--- src/hw/rtl/rtnh_pkg.sv ---
// shared types, widths and codes for the ray / triangle nearest-hit finder
`default_nettype none

package rtnh_pkg;

  localparam int COORD_WIDTH   = 32;
  localparam int MAX_SURFACES  = 16;
  localparam int MAX_TRIANGLES = 65536;

  localparam int SURF_W  = 4;
  localparam int TRI_W   = 16;
  localparam int EPS_W   = 16;
  localparam int FRAC_W  = 16;
  localparam int DIST_W  = 31;
  localparam int CFG_W   = COORD_WIDTH;
  localparam int CFG_A_W = 3;

  // edge, multiplier operand, cross product and dot product widths
  localparam int EDGE_W = COORD_WIDTH + 1;
  localparam int OP_W   = COORD_WIDTH + 2;
  localparam int PROD_W = 2 * OP_W;
  localparam int LO_W   = OP_W - 1;
  localparam int WV_W   = 2 * EDGE_W + 1;
  localparam int DOT_W  = EDGE_W + WV_W + 1;
  localparam int H_W    = DOT_W - 1;

  localparam int DIV_SH0 = DIST_W - 1 - FRAC_W;
  localparam int SAT_SH  = DIST_W - FRAC_W;
  localparam int EPS_SH  = 2 * FRAC_W;

  localparam logic [DIST_W-1:0] DIST_MAX = '1;

  localparam logic [CFG_A_W-1:0] REG_ORIGIN_X = 3'd0;
  localparam logic [CFG_A_W-1:0] REG_ORIGIN_Y = 3'd1;
  localparam logic [CFG_A_W-1:0] REG_ORIGIN_Z = 3'd2;
  localparam logic [CFG_A_W-1:0] REG_DIR_X    = 3'd3;
  localparam logic [CFG_A_W-1:0] REG_DIR_Y    = 3'd4;
  localparam logic [CFG_A_W-1:0] REG_DIR_Z    = 3'd5;
  localparam logic [CFG_A_W-1:0] REG_DET_EPS  = 3'd6;

  typedef enum logic [2:0] {
    G_PV,
    G_QV,
    G_DET,
    G_UN,
    G_VN,
    G_TN
  } grp_e;

  typedef enum logic [2:0] {
    S_IDLE,
    S_MUL,
    S_NORM,
    S_CHECK,
    S_DIV,
    S_DONE,
    S_EMIT
  } state_e;

  typedef struct packed {
    logic       hi;
    logic       sub;
    logic       first;
    logic       last;
    grp_e       grp;
    logic [1:0] comp;
  } mac_ctrl_t;

  typedef struct packed {
    logic       valid;
    grp_e       grp;
    logic [1:0] comp;
  } mac_wr_t;

endpackage

`default_nettype wire

--- src/hw/rtl/rtnh_mac.sv ---
// shared signed multiplier with registered product and wide accumulator
`default_nettype none

module rtnh_mac (
  input  wire logic                              clk_i,
  input  wire logic                              rst_ni,
  input  wire logic                              issue_i,
  input  wire rtnh_pkg::mac_ctrl_t               ctrl_i,
  input  wire logic signed [rtnh_pkg::OP_W-1:0]  a_i,
  input  wire logic signed [rtnh_pkg::OP_W-1:0]  b_i,
  output rtnh_pkg::mac_wr_t                      wr_o,
  output logic signed [rtnh_pkg::DOT_W-1:0]      acc_o
);
  import rtnh_pkg::*;

  logic                     vld_q;
  mac_ctrl_t                ctrl_q;
  logic signed [PROD_W-1:0] prod_q;
  logic signed [DOT_W-1:0]  acc_q, acc_d, base, term;

  always_ff @(posedge clk_i or negedge rst_ni) begin
    if (!rst_ni) begin
      vld_q <= 1'b0;
    end else begin
      vld_q <= issue_i;
    end
  end

  always_ff @(posedge clk_i) begin
    if (issue_i) begin
      prod_q <= a_i * b_i;
      ctrl_q <= ctrl_i;
    end
    if (vld_q) begin
      acc_q <= acc_d;
    end
  end

  always_comb begin
    base = ctrl_q.first ? '0 : acc_q;
    term = DOT_W'(prod_q);
    if (ctrl_q.hi) begin
      term = term <<< LO_W;
    end
    acc_d = ctrl_q.sub ? base - term : base + term;
  end

  assign acc_o      = acc_d;
  assign wr_o.valid = vld_q && ctrl_q.last;
  assign wr_o.grp   = ctrl_q.grp;
  assign wr_o.comp  = ctrl_q.comp;

endmodule

`default_nettype wire

--- config.mk ---
export PLATFORM = sky130hd
export DESIGN_NAME = rtnh_mac
export DESIGN_NICKNAME = d
export VERILOG_FILES = /design/src/hw/rtl/rtnh_pkg.sv /design/src/hw/rtl/rtnh_mac.sv
export SDC_FILE = /design/constraint.sdc
export NUM_CORES = 2
export LEC_CHECK = 0
export ABC_AREA = 1
export BUFFER_PORTS_ARGS = -buffer_cell sky130_fd_sc_hd__buf_2
export CORE_UTILIZATION = 25
export CTS_BUF_LIST = sky130_fd_sc_hd__clkbuf_4 sky130_fd_sc_hd__clkbuf_8
export DETAILED_ROUTE_END_ITERATION = 12
export SYNTH_ARGS = -nofsm -noshare
export SYNTH_HDL_FRONTEND = slang
export SYNTH_SLANG_ARGS = --single-unit
--- constraint.sdc ---
create_clock -name clk_i -period 5.2 [get_ports clk_i]
set_clock_uncertainty 0.15 [all_clocks]
set_input_delay 0.52 -clock clk_i [delete_from_list [all_inputs] [get_ports clk_i]]
set_output_delay 0.52 -clock clk_i [all_outputs]
set_load 0.005 [all_outputs]
==> impl_metrics.csv <==
group,metric,value,unit
die,core_area,249000,µm²
min_path,hold_depth,1,
clocking,htreeDepth,4,
sta,finalCriticalPeriod,6.92,ns
detailed_routing,drt_wl_total,244000,µm
synth,avgSynthCellArea,7.35,µm²
status,outcome,"finished with violations",
synth,synth_cells,8548,
die,io_pins,187,
sta,rsz0062_at_grt,"yes",
final_layout,syn2layout_area_growth,45.5,%
detailed_routing,via_per_inst,4.44,
clocking,cts_tree,"yes",
sta,tns,-114.67,ns
detailed_routing,antenna_left,0,
min_path,hold_path_class,"input pin to register",
critical_path,crit_top_cell,"fa_1",
sta,fin_ws,-1.72,ns
synth,syn-num-nets,10200,
global_routing,grt-ovfl-total,0,
critical_path,cp.arrival,7.14,ns
sta,drv_slew,0,
final_layout,drive_gt1_share,36.3,%
critical_path,critical_path.top_delay_family,"adder cells",
clocking,cts_sinks,179,
sta,setup-violations-final,143,
global_routing,grt.total_usage,18.6,%
sta,final_hold_viol_count,0,
critical_path,critPathBufInv,17,
critical_path,cp_slowest_cell,"fa_1",
detailed_routing,drtIter0Drc,4645,
synth,yosys_most_used_dff,"edfxtp_1",
critical_path,crit_type,"input pin to register",
clocking,clk_transition_reported_paths,0.13,ns
critical_path,rr_worst_depth,30,
die,die_area,253000,µm²
synth,synthDistinctLibCells,48,
die,die_h,503,µm
synth,ys_ff_latch,179,
detailed_routing,drc,0,
die,chipWidth,503,µm
critical_path,critPathCaptureType,"register",
clocking,cts_buffers,17,
detailed_routing,wl_per_cell,18.1,µm
global_routing,grt_pass1_wl,357000,µm
placed_design,dpl.hpwl,209000,µm
global_routing,antenna_found_initial,13,
detailed_routing,num_vias,60200,
final_layout,final_cell_mix,"inv_1 (2221), nand2_1 (1697), buf_4 (1515), fa_1 (1179), nor2_1 (332)",
global_routing,first_global_vias,60800,
placed_design,gp_congestion,0.978,
detailed_routing,drtPass1Iterations,6,
critical_path,cp.depth,36,
clocking,clockBufferDepth,2,
synth,seq_area_frac_synth,8.55,%
synth,yosysWarnings,0,
placed_design,numPortBuffers,186,
status,violations,"setup timing",
final_layout,layout_commonest_cell,"inv_1",
sta,fin_hold_ws,0.245,ns
sta,max_slew.worst_pin.slew,0.940,ns
synth,synth_edf_count,178,
critical_path,critPathRequiredTime,5.42,ns
sta,slew_headroom,37.3,%
die,core.rowCount,183,
sta,fin_crit_sh,133,%
clocking,insertion_delay,0.62,ns
run,drv_cap,0,
final_layout,nNetsFinal,11800,
sta,max_freq,145,MHz
die,start_util,25.2,%
synth,syn_area,62800,µm²
clocking,clockRootBuffer,"clkbuf_8",
critical_path,crit_path_max_incr_delay,0.58,ns
global_routing,grt_max_degree,75,
critical_path,cp_max_fo,5,
synth,synthArstFlopShare,0.559,%
critical_path,cp-start-kind,"input pin",
state kept, by name (all words and copies together) (netlist names):
| name | count |
|---|---|
| wr_o | 5 |
| acc_q | 101 |
| vld_q | 1 |
| ctrl_q | 4 |
| prod_q | 68 |
metrics by stage:
step / area, µm² / cells / setup WS (ns) / util, %
after CTS: 82700 / 13300 / -1.60 / 33.2
after global placement: 79800 / 13200 / -2.56 / 32.0
after floorplan: 65100 / 8548 / -1.91 / -
final: 91400 / 13500 / -1.72 / 36.7
after detailed placement: 79800 / 13200 / -2.59 / 32.0
after global routing: 91400 / 13500 / -1.88 / 36.7
cells by family (layout without fill, tap and decap cells):
kind of cell,after synthesis,after routing,synth area share [%]
AOI/OAI and AO/OA,665,665,5.85
xor gates and xnor gates,228,228,3.18
adders and majority gates,1547,1547,45.7
buffers and inverters,2778,4436,16.7
DFF,179,179,8.55
other,0,2,0
and+or+nand+nor,3151,3151,20.0
synthesized netlist by cell type (10+ instances only):
cell	count	share of area [%]
nand4_1	64	0.64
clkbuf_1	290	1.7
o21ai_0	235	1.9
or2_2	11	0.11
inv_1	2457	15
nor4_1	12	0.12
nor3_1	58	0.46
edfxtp_1	178	8.5
nor2_2	13	0.13
nand3_1	161	1.3
o21ai_1	16	0.13
xnor2_1	53	0.74
xor2_1	175	2.4
nand2_1	2036	12
ha_1	305	6.1
buf_2	10	0.080
o21bai_1	43	0.51
a21boi_0	15	0.18
a21oi_1	281	2.2
nand2_2	28	0.28
a31oi_1	15	0.15
nor2_1	738	4.4
fa_1	1242	40
a21o_1	27	0.32
routing by layer:
metal / track usage (%) / vias up / share of wire, %
met2: 30.5 / 2129 / 46
met1: 24.8 / 29700 / 42
met3: 3.31 / 450 / 7.5
met4: 5.88 / 8 / 3.9
li1: - / 27900 / -
met5: 0 / - / 0.022
worst reg2reg max path: cells and delay by family (launching register included):
family,cells,cell delay (ns)
AOI/OAI and AO/OA,2,0.25
buffers and inverters,12,1.66
and+or+nand+nor,14,1.77
xor gates and xnor gates,1,0.14
adders and majority gates,1,0.29
DFF,1,0.43
final timing paths:
check / start / to / slack [ns]
worst max register to register: ctrl_q[8]$_DFFE_PP_ / acc_q[98]$_DFFE_PP_ / 0.30
min in group asynchronous: rst_ni / vld_q$_DFF_PN0_ / 0.58
worst min register to register: vld_q$_DFF_PN0_ / acc_q[95]$_DFFE_PP_ / 0.50
max in group asynchronous: rst_ni / vld_q$_DFF_PN0_ / 4.21
worst min-delay path: issue_i / vld_q$_DFF_PN0_ / 0.25
worst max-delay path: b_i[3] / prod_q[59]$_DFFE_PP_ / -1.72
timing repair:
action                                  in CTS  in global routing
gates cloned                                 2                 11
resized for setup                          551               1849
hold buffers                                11                  0
endpoints found under the setup margin     161                193
endpoints found under the hold margin       10                  0
buffers inserted                            48                207
pin swaps                                  197                634
layout make-up:
type	count	area (µm²)
Antenna cell	2	5.00
Clock buffer	17	234
Timing Repair Buffer	1943	16300
Sequential cell	179	5370
Multi-Input combinational cell	5591	55800
Timing Repair inverter	1	16.3
Inverter	2460	9290
Tap cell	3330	4170
Fill cell	25500	158000
Clock inverter	15	180
Power is left out: the tool's default activity adds up to more than one toggle a clock period on the data nets, which glitch-free logic cannot reach.
