<file path="src/hw/rtl/rtnh_pkg.sv">
// shared types, widths and codes for the ray / triangle nearest-hit finder
`default_nettype none

package rtnh_pkg;

  localparam int COORD_WIDTH   = 32;
  localparam int MAX_SURFACES  = 16;
  localparam int MAX_TRIANGLES = 65536;

  localparam int SURF_W  = 4;
  localparam int TRI_W   = 16;
  localparam int EPS_W   = 16;
  localparam int FRAC_W  = 16;
  localparam int DIST_W  = 31;
  localparam int CFG_W   = COORD_WIDTH;
  localparam int CFG_A_W = 3;

  // edge, multiplier operand, cross product and dot product widths
  localparam int EDGE_W = COORD_WIDTH + 1;
  localparam int OP_W   = COORD_WIDTH + 2;
  localparam int PROD_W = 2 * OP_W;
  localparam int LO_W   = OP_W - 1;
  localparam int WV_W   = 2 * EDGE_W + 1;
  localparam int DOT_W  = EDGE_W + WV_W + 1;
  localparam int H_W    = DOT_W - 1;

  localparam int DIV_SH0 = DIST_W - 1 - FRAC_W;
  localparam int SAT_SH  = DIST_W - FRAC_W;
  localparam int EPS_SH  = 2 * FRAC_W;

  localparam logic [DIST_W-1:0] DIST_MAX = '1;

  localparam logic [CFG_A_W-1:0] REG_ORIGIN_X = 3'd0;
  localparam logic [CFG_A_W-1:0] REG_ORIGIN_Y = 3'd1;
  localparam logic [CFG_A_W-1:0] REG_ORIGIN_Z = 3'd2;
  localparam logic [CFG_A_W-1:0] REG_DIR_X    = 3'd3;
  localparam logic [CFG_A_W-1:0] REG_DIR_Y    = 3'd4;
  localparam logic [CFG_A_W-1:0] REG_DIR_Z    = 3'd5;
  localparam logic [CFG_A_W-1:0] REG_DET_EPS  = 3'd6;

  typedef enum logic [2:0] {
    G_PV,
    G_QV,
    G_DET,
    G_UN,
    G_VN,
    G_TN
  } grp_e;

  typedef enum logic [2:0] {
    S_IDLE,
    S_MUL,
    S_NORM,
    S_CHECK,
    S_DIV,
    S_DONE,
    S_EMIT
  } state_e;

  typedef struct packed {
    logic       hi;
    logic       sub;
    logic       first;
    logic       last;
    grp_e       grp;
    logic [1:0] comp;
  } mac_ctrl_t;

  typedef struct packed {
    logic       valid;
    grp_e       grp;
    logic [1:0] comp;
  } mac_wr_t;

endpackage

`default_nettype wire

</file>
<file path="src/hw/rtl/rtnh_div.sv">
// restoring divider, one quotient bit per cycle
`default_nettype none

module rtnh_div (
  input  wire logic                          clk_i,
  input  wire logic                          rst_ni,
  input  wire logic                          start_i,
  input  wire logic [rtnh_pkg::DOT_W-1:0]    num_i,
  input  wire logic [rtnh_pkg::DOT_W-1:0]    den_i,
  output logic                               done_o,
  output logic [rtnh_pkg::DIST_W-1:0]        q_o
);
  import rtnh_pkg::*;

  localparam int CNT_W = $clog2(DIST_W);

  logic              busy_q, done_q;
  logic [CNT_W-1:0]  cnt_q;
  logic [H_W-1:0]    h_q, den_q, h_sub;
  logic [DIST_W-2:0] low_q;
  logic [DIST_W-1:0] q_q;
  logic              ge;

  assign ge    = h_q >= den_q;
  assign h_sub = ge ? h_q - den_q : h_q;

  always_ff @(posedge clk_i or negedge rst_ni) begin
    if (!rst_ni) begin
      busy_q <= 1'b0;
      done_q <= 1'b0;
      cnt_q  <= '0;
    end else begin
      done_q <= 1'b0;
      if (start_i) begin
        busy_q <= 1'b1;
        cnt_q  <= '0;
      end else if (busy_q) begin
        cnt_q <= cnt_q + 1'b1;
        if (cnt_q == CNT_W'(DIST_W - 1)) begin
          busy_q <= 1'b0;
          done_q <= 1'b1;
        end
      end
    end
  end

  always_ff @(posedge clk_i) begin
    if (start_i) begin
      h_q   <= H_W'(num_i >> DIV_SH0);
      low_q <= {num_i[DIV_SH0-1:0], FRAC_W'(0)};
      den_q <= H_W'(den_i);
    end else if (busy_q) begin
      h_q   <= {h_sub[H_W-2:0], low_q[DIST_W-2]};
      low_q <= low_q << 1;
      q_q   <= {q_q[DIST_W-2:0], ge};
    end
  end

  assign done_o = done_q;
  assign q_o    = q_q;

endmodule

`default_nettype wire

</file>
<file path="config.mk">
export PLATFORM = sky130hd
export DESIGN_NAME = rtnh_div
export DESIGN_NICKNAME = d
export VERILOG_FILES = /design/src/hw/rtl/rtnh_pkg.sv /design/src/hw/rtl/rtnh_div.sv
export SDC_FILE = /design/constraint.sdc
export NUM_CORES = 1
export LEC_CHECK = 0
export BUFFER_PORTS_ARGS = -buffer_cell sky130_fd_sc_hd__buf_2
export CAP_MARGIN = 30
export CORE_MARGIN = 2
export CORE_UTILIZATION = 35
export DETAILED_ROUTE_END_ITERATION = 16
export PLACE_DENSITY = 0.63
export SLEW_MARGIN = 15
export SYNTH_ARGS = -nofsm -noshare
export SYNTH_HDL_FRONTEND = slang
export SYNTH_SLANG_ARGS = --single-unit
</file>
<file path="constraint.sdc">
create_clock -name clk_i -period 4.8 [get_ports clk_i]
set_input_delay 0.72 -clock clk_i [delete_from_list [all_inputs] [get_ports clk_i]]
set_output_delay 0.72 -clock clk_i [all_outputs]
set_load 0.01 [all_outputs]
</file>
==> run summary, run 1 <==
Dividing the detail-routed wire length by the instance count gives 18.7 um. The largest buffer count on any clock path is 3. The number of optimization iterations in the first detailed-route pass was 8; the area share of the largest cell type after synthesis was 0.416. The run gives 0.442 as the sequential-to-total area share from yosys stat. The delay of the slowest critical-path stage was 480 ps.

In the post-synthesis netlist, the biggest area contributors are sky130_fd_sc_hd__edfxtp_1 42%, sky130_fd_sc_hd__ha_1 7.6%, sky130_fd_sc_hd__a21oi_1 5.1%. The data required time at the worst endpoint was 5320 ps; the via count of the first global-routing pass was 13400. The region available for standard cell placement spans 47400 sq um. Before CTS, the worst setup slack after placement is 789 ps. The proportion of synthesized flip-flops having asynchronous set or reset came out at 0.0278. TritonCTS built the clock tree. The remaining global-route overflow is 0, and the peak supply drop is 0.262 mV. The tools report the maximum number of pins on one net before global-route repair as 121. The tools report the total routing usage reported by global routing as 0.188. Across all setup checks in the final design, the least slack found is 744 ps. Counting the buffers created by CTS gives 30. The logs give 8.18 nW for the leakage dissipation and 252 for the number of clock sinks.

The run gives 316 ps as the post-route worst hold slack. In the routed design, unresolved DRC markers number 0. The most frequent cell on the critical path is sky130_fd_sc_hd__a211o_1. The tree is rooted in a sky130_fd_sc_hd__clkbuf_16.

The tools report the area of placed instances as 18400 sq um. The post-route core utilization came out at 0.411. Dividing total power by cell area gives a power density of 369 nW/um^2.

The post-CTS setup-driven buffer insertion count came out at 0. Counting flops and latches in the post-synthesis netlist gives 252. The number of antenna violations at the first check in global routing was 2; the shortest clock period the worst path allows after layout was 4060 ps. The run gives 2551 as the filler-free cell count of the finished design. In this run the worst hold path is classified as in -> reg. The signal on the critical path passes through inv_1 -> ha_1 -> fa_1 -> nand2b_1 -> a211o_1 -> a21boi_0 -> o211ai_1 -> a21oi_1 -> o21ai_1 -> a31oi_2 -> nor2b_1 -> or3_1 -> a31oi_1 -> a211o_1.

The biggest area consumer among synthesized cells is sky130_fd_sc_hd__edfxtp_1. For the pin with the worst max-slew slack, the measured transition is 786 ps. The overall power of the completed layout came out at 7.20 mW. H-tree depth reported by CTS: 1. Port buffering added 235 buffers. Compared with the post-synthesis result, the final layout area differs by 16.5%.

Clock-pin slew was measured on the worst setup and hold paths at 60 ps. For the worst slew slack as a fraction of its limit, the log shows 0.473. Critical path class: reg -> reg.

The final layout contains routed wiring with a total length of 47.7 mm. The Yosys step of the flow raised 0 warnings. The die span in y is 223 um. The remaining antenna violation count after routing came out at 0. The max-slew violation total from the final report came out at 0. For this block, the via count after detailed routing is 13700.

The wire length of the first global-routing pass is 74.1 mm. The average size of a mapped cell was 9.68 sq um; the number of instances in the synthesized netlist was 1730. The logs give 0 for the count of endpoints failing setup in the final report and 2493 for the cell total after placement. Endpoint arrival time on the critical path: 4570 ps. For the HPWL after detailed placement, the log shows 36.2 mm. The post-synth net total is 2038.

Across the run, the number of max-cap violations was 0. The top fanout value on the critical path works out to 4. Across the routed clock network, the largest skew measured is 11.2 ps. The final layout net count is 2219.

The starting density of the core was 0.353. With fillers left out, the area of the finished cells amounts to 19500 sq um. The I/O pin total is 237, and the final period utilization is 0.845.

After routing, the total negative slack on setup checks comes to 0 ps. The most used flip-flop cell after synthesis is sky130_fd_sc_hd__edfxtp_1. The maximum operating frequency is 0.247 GHz.

The number of endpoints with negative hold slack in the final report was 0; the total number of placement rows was 80. Setup repair after global routing left no endpoint under its margin. Using the TritonRoute via totals, the vias-per-cell ratio works out to 5.36. In this run the cell area of the synthesized design comes to 16800 sq um. Startpoint type of the worst setup path: a flop. The synthesized design contains 232 enable-type register cells. The proportion of layout cells with a drive suffix above 1 came out at 0.195.

The detailed router's first-iteration violation count was 1037. Highest-delay cell along the critical path: sky130_fd_sc_hd__a21oi_1. The total die area was 49600 sq um; the overall die width was 223 um. Clock insertion delay at the later pin of the skew report: 570 ps.

The type of element capturing the critical path is a flop. The tools report the routability congestion estimate as 0.916. The tools report the distinct cell type count of the synthesized netlist as 87. The flow ran to the end, and the final reports show no timing, DRC or antenna violations.
==> power breakdown <==
part | total [mW] | switching, mW | internal [mW] | leakage, nW
logic | 1.91 | 1.15 | 0.759 | 5.12
clock network | 2.61 | 0.971 | 1.64 | 0.535
registers | 2.68 | 0.0818 | 2.60 | 2.53
==> synthesized netlist by cell type, types with 5 or more instances <==
master	instances
sky130_fd_sc_hd__mux2_2	44
sky130_fd_sc_hd__nor3_1	29
sky130_fd_sc_hd__buf_2	20
sky130_fd_sc_hd__nor2b_1	8
sky130_fd_sc_hd__ha_1	102
sky130_fd_sc_hd__a221oi_1	5
sky130_fd_sc_hd__nor4_1	6
sky130_fd_sc_hd__edfxtp_1	232
sky130_fd_sc_hd__buf_1	5
sky130_fd_sc_hd__and2_1	9
sky130_fd_sc_hd__a31oi_1	17
sky130_fd_sc_hd__buf_6	10
sky130_fd_sc_hd__o31a_1	5
sky130_fd_sc_hd__mux2i_1	7
sky130_fd_sc_hd__o21bai_1	20
sky130_fd_sc_hd__nor2_1	83
sky130_fd_sc_hd__a211oi_1	10
sky130_fd_sc_hd__and3_1	9
sky130_fd_sc_hd__or3_1	12
sky130_fd_sc_hd__a21boi_1	5
sky130_fd_sc_hd__xnor2_1	46
sky130_fd_sc_hd__nand4_1	55
sky130_fd_sc_hd__o21ai_1	59
sky130_fd_sc_hd__o31ai_1	11
sky130_fd_sc_hd__a21oi_1	172
sky130_fd_sc_hd__o211ai_1	32
sky130_fd_sc_hd__dfxtp_1	13
sky130_fd_sc_hd__o21ai_0	70
sky130_fd_sc_hd__o211a_1	5
sky130_fd_sc_hd__a21o_1	47
sky130_fd_sc_hd__nand2b_1	15
sky130_fd_sc_hd__clkbuf_1	61
sky130_fd_sc_hd__o21a_1	53
sky130_fd_sc_hd__inv_1	134
sky130_fd_sc_hd__nand2_1	163
sky130_fd_sc_hd__nand3_1	17
sky130_fd_sc_hd__buf_4	5
sky130_fd_sc_hd__dfrtp_1	7
sky130_fd_sc_hd__a32oi_1	6
sky130_fd_sc_hd__xor2_1	45
==> critical path, delay by kind of cell, from the launching register on <==
family | cells | cell delay [ps]
and+or+nand+nor | 3 | 720
buffers and inverters | 1 | 50
AOI/OAI and AO/OA | 8 | 2240
adders and majority gates | 2 | 620
DFF | 1 | 350
==> final timing paths <==
kind                            startpoint   endpoint  slack (ps)  depth (start not counted)
max in group asynchronous           rst_ni   cnt_q[1]        4110                          2
worst max register to register      h_q[0]    h_q[95]         740                         14
worst min-delay path             den_i[41]  den_q[41]         320                          1
min in group asynchronous           rst_ni     busy_q         530                          2
worst max-delay path                h_q[0]    h_q[95]         740                         14
worst min register to register      q_o[7]     q_o[8]         440                          0
==> flip-flops by register name, indices dropped and copies added (netlist names) <==
name,cells
done_o,1
h_q,100
den_q,100
q_o,31
low_q,14
busy_q,1
cnt_q,5
==> cell usage in the layout (no fill, tap or decap), types with 31 or more instances in the layout <==
master | synthesis | layout
sky130_fd_sc_hd__o21ai_0 | 70 | 70
sky130_fd_sc_hd__inv_1 | 134 | 132
sky130_fd_sc_hd__mux2_2 | 44 | 44
sky130_fd_sc_hd__edfxtp_1 | 232 | 232
sky130_fd_sc_hd__xnor2_1 | 46 | 46
sky130_fd_sc_hd__nand2_1 | 163 | 163
sky130_fd_sc_hd__o211ai_1 | 32 | 32
sky130_fd_sc_hd__o21ai_1 | 59 | 59
sky130_fd_sc_hd__buf_2 | 20 | 234
sky130_fd_sc_hd__o21a_1 | 53 | 53
sky130_fd_sc_hd__nor2_1 | 83 | 83
sky130_fd_sc_hd__ha_1 | 102 | 102
sky130_fd_sc_hd__a21o_1 | 47 | 47
sky130_fd_sc_hd__clkbuf_16 | 0 | 31
sky130_fd_sc_hd__xor2_1 | 45 | 45
sky130_fd_sc_hd__nand4_1 | 55 | 55
sky130_fd_sc_hd__a21oi_1 | 172 | 172
==> repair_timing <==
action / in CTS / in global routing
hold buffers: 1 / 0
hold endpoints to repair: 7 / 0
resized for setup: 0 / 0
==> kinds of logic (layout without fill, tap and decap cells) <==
kind of cell    Yosys count  count (layout)  synth area share
compound gates          566             566             0.216
xor+xnor                 91              91            0.0476
fa+ha+maj               103             103            0.0774
buf+inv                 239             444            0.0608
flops                   252             252             0.442
mux                      51              51            0.0338
other cells               0               1                 0
simple gates            428             428             0.122
==> layer usage <==
layer	routed length, um	part of all wire	vias to the layer above	track usage
met2	21600	0.45	452	0.303
met5	0	0	-	0
met3	2530	0.053	70	0.0274
li1	-	-	6733	-
met1	22200	0.47	6431	0.263
met4	1280	0.027	0	0.0513
==> layout make-up <==
| cell class | instances | area (sq um) |
|---|---|---|
| clock inverter | 22 | 333 |
| multi-input combinational | 1239 | 8340 |
| clock buffer | 34 | 807 |
| inverter | 136 | 515 |
| fill | 4664 | 27900 |
| timing repair buffer | 252 | 1350 |
| tap | 615 | 769 |
| antenna | 1 | 2.50 |
| sequential | 252 | 7400 |
(Power assumes the default switching activity.)
==> run 2: changes to the inputs <==
clock period = 3.8 ns   (was 4.8 ns; I/O delays follow)
==> run summary, run 2 (synthesized netlist as in run 1, its figures left out) <==
The run finished with clean final reports. The I/O pin total is 237, and the total routing usage reported by global routing is 0.192. The clock insertion delay at the later pin of the skew report is 590 ps.

The multi-input combinational cells in the finished layout cover a total of 8360 sq um. The critical path is of the reg -> reg type. Top fanout value on the critical path: 43.

The startpoint type of the worst setup path is a flop. Across the run, the number of max-cap violations was 0. The post-route core utilization was 0.425; the number of buffers and inverters on the critical path was 1. TritonCTS built the clock tree. Timing would allow up to 0.276 GHz.

The area of the core region is 47400 sq um. The setup TNS came out at 0 ps. The first global-routing pass estimated 75.9 mm of wire. The routed via count divided by cell count is 5.32, and the number of endpoints with negative hold slack in the final report is 0. Proportion of layout cells with a drive suffix above 1: 0.229. Clock tree synthesis found a total of 252 sinks. After floorplanning, the core was divided into 80 placement rows. The area of placed instances is 19000 sq um. For the remaining antenna violation count after routing, the log shows 0. The final period utilization works out to 0.955. Setup violations remaining at the end of the flow were counted as 0.

Clock-pin slew was measured on the worst setup and hold paths at 70 ps. The filler cells instantiated in the layout total 4639. The port buffer count is 235, and the antenna cell count is 0.

Dividing total power by cell area gives a power density of 451 nW/um^2. Leaving out fill and tap cells, the most frequent cell in the layout is sky130_fd_sc_hd__buf_2. Max-slew violation total from the final report: 0.

In this run, CTS created clock tree buffers numbering 30. Post-place setup slack: 59.2 ps. For the DRC violation count after routing, the log shows 0. The run gives 2307 as the final layout net count. After detailed routing, the total wire length is 48.5 mm. The cell sitting at the root of the clock tree is a sky130_fd_sc_hd__clkbuf_16.

For the pin with the worst max-slew slack, the measured transition is 873 ps. Dividing the detail-routed wire length by the instance count gives 18.4 um. For the number of antenna violations at the first check in global routing, the log shows 0.

The overall die width was 223 um; the HPWL after detailed placement was 36.8 mm. Leakage dissipation: 8.59 nW. The clock period could shrink to 3630 ps. Across all layers, the routed design uses 14000 vias. At the end of routability-driven placement, the weighted congestion stood at 0.906. Filler-free cell count of the finished design: 2638. Once layout is done, the placed cells without fillers occupy 20200 sq um.

The worst hold path belongs to the class in -> reg. For this run the aggregate overflow at the end of global routing stands at 0. Registers take 7400 sq um. The largest buffer count on any clock path came out at 3. The type of element capturing the critical path was a flop. Across all setup checks in the final design, the least slack found is 171 ps. On the worst path, the slowest cell contributes a delay of 450 ps.

The maximum number of pins on one net before global-route repair came out at 141. In the layout the commonest cells are 234 x sky130_fd_sc_hd__buf_2, 232 x sky130_fd_sc_hd__edfxtp_1, 172 x sky130_fd_sc_hd__a21oi_1, 163 x sky130_fd_sc_hd__nand2_1, 132 x sky130_fd_sc_hd__inv_1. Once placement completed, the tool counted placed cells totaling 2578. Setup repair after global routing left no endpoint under its margin.

Before antenna repair, the detailed router went through 6 iterations. VDD sags by at most 0.346 mV. The total die area is 49600 sq um. The via count of the first global-routing pass is 13900.

The highest-delay cell along the critical path was sky130_fd_sc_hd__edfxtp_1. For the worst setup path, the data arrival time is 3950 ps. The run gives 0.353 as the starting density of the core. In this run, the number of DRC markers left after iteration 0 of detailed routing was 1120.

Traced cell by cell, the critical path runs through ha_1 -> fa_1 -> nand2b_1 -> a211o_1 -> a21boi_2 -> o21ai_2 -> a211oi_4 -> a21oi_1 -> o211a_4 -> buf_6 -> and3_1 -> a221o_1. Power comes to 9.09 mW. The growth of design area from synthesis to finish is 20.3%, and the die span in y is 223 um. The run gives 0.416 as the worst slew slack as a fraction of its limit. Among cell families on the critical path, the largest total delay comes from compound AO/OA/AOI/OAI gates. At the worst endpoint, the required time is 4120 ps. The H-tree depth reported by CTS is 1, and the post-route worst hold slack is 156 ps. For the clock skew after layout, the log shows 18.1 ps.
==> run 2: worst paths after layout <==
| kind | from | end | slack, ps | cells after the start |
|---|---|---|---|---|
| worst max register to register | den_q[0] | h_q[38] | 170 | 12 |
| worst min-delay path | den_i[78] | den_q[78] | 160 | 1 |
| max in group asynchronous | rst_ni | cnt_q[3] | 3280 | 2 |
| worst min register to register | q_o[5] | q_o[6] | 440 | 0 |
| min in group asynchronous | rst_ni | busy_q | 350 | 2 |
| worst max-delay path | den_q[0] | h_q[38] | 170 | 12 |
==> run 2: per-layer routing <==
metal,vias to the layer above,routed length (um),GRT usage
li1,6902,-,-
met1,6639,22500,0.262
met2,402,22300,0.318
met3,79,2370,0.0282
met4,0,1350,0.0526
met5,-,0,0
==> run 2: report_power, final <==
group | internal, mW | leakage, nW | total, mW | switching [mW]
clock | 1.89 | 0.507 | 3.10 | 1.22
sequential | 3.29 | 2.53 | 3.39 | 0.108
combinational | 1.10 | 5.56 | 2.59 | 1.50
==> run 2: layout make-up <==
type,count,share of cell area
multi-input cells,1239,0.415
repair buffers,340,0.102
well taps,615,0.0382
flip-flops and latches,252,0.367
clock inverters,23,0.0137
clock buffers,33,0.0389
inverters,136,0.0256
==> run 2: worst register-to-register path, cell delays in order (launching register included) <==
cell and delay [ps]:
sky130_fd_sc_hd__edfxtp_1 450, sky130_fd_sc_hd__ha_1 260, sky130_fd_sc_hd__fa_1 400, sky130_fd_sc_hd__nand2b_1 190
sky130_fd_sc_hd__a211o_1 310, sky130_fd_sc_hd__a21boi_2 170, sky130_fd_sc_hd__o21ai_2 100, sky130_fd_sc_hd__a211oi_4 310
sky130_fd_sc_hd__a21oi_1 160, sky130_fd_sc_hd__o211a_4 330, sky130_fd_sc_hd__buf_6 210, sky130_fd_sc_hd__and3_1 240
sky130_fd_sc_hd__a221o_1 260
==> run 2: timing repair <==
action	CTS	global route
hold buffers	1	0
setup endpoints to repair	0	55
endpoints found under the hold margin	7	0
resized for setup	0	11
buffers inserted	0	2
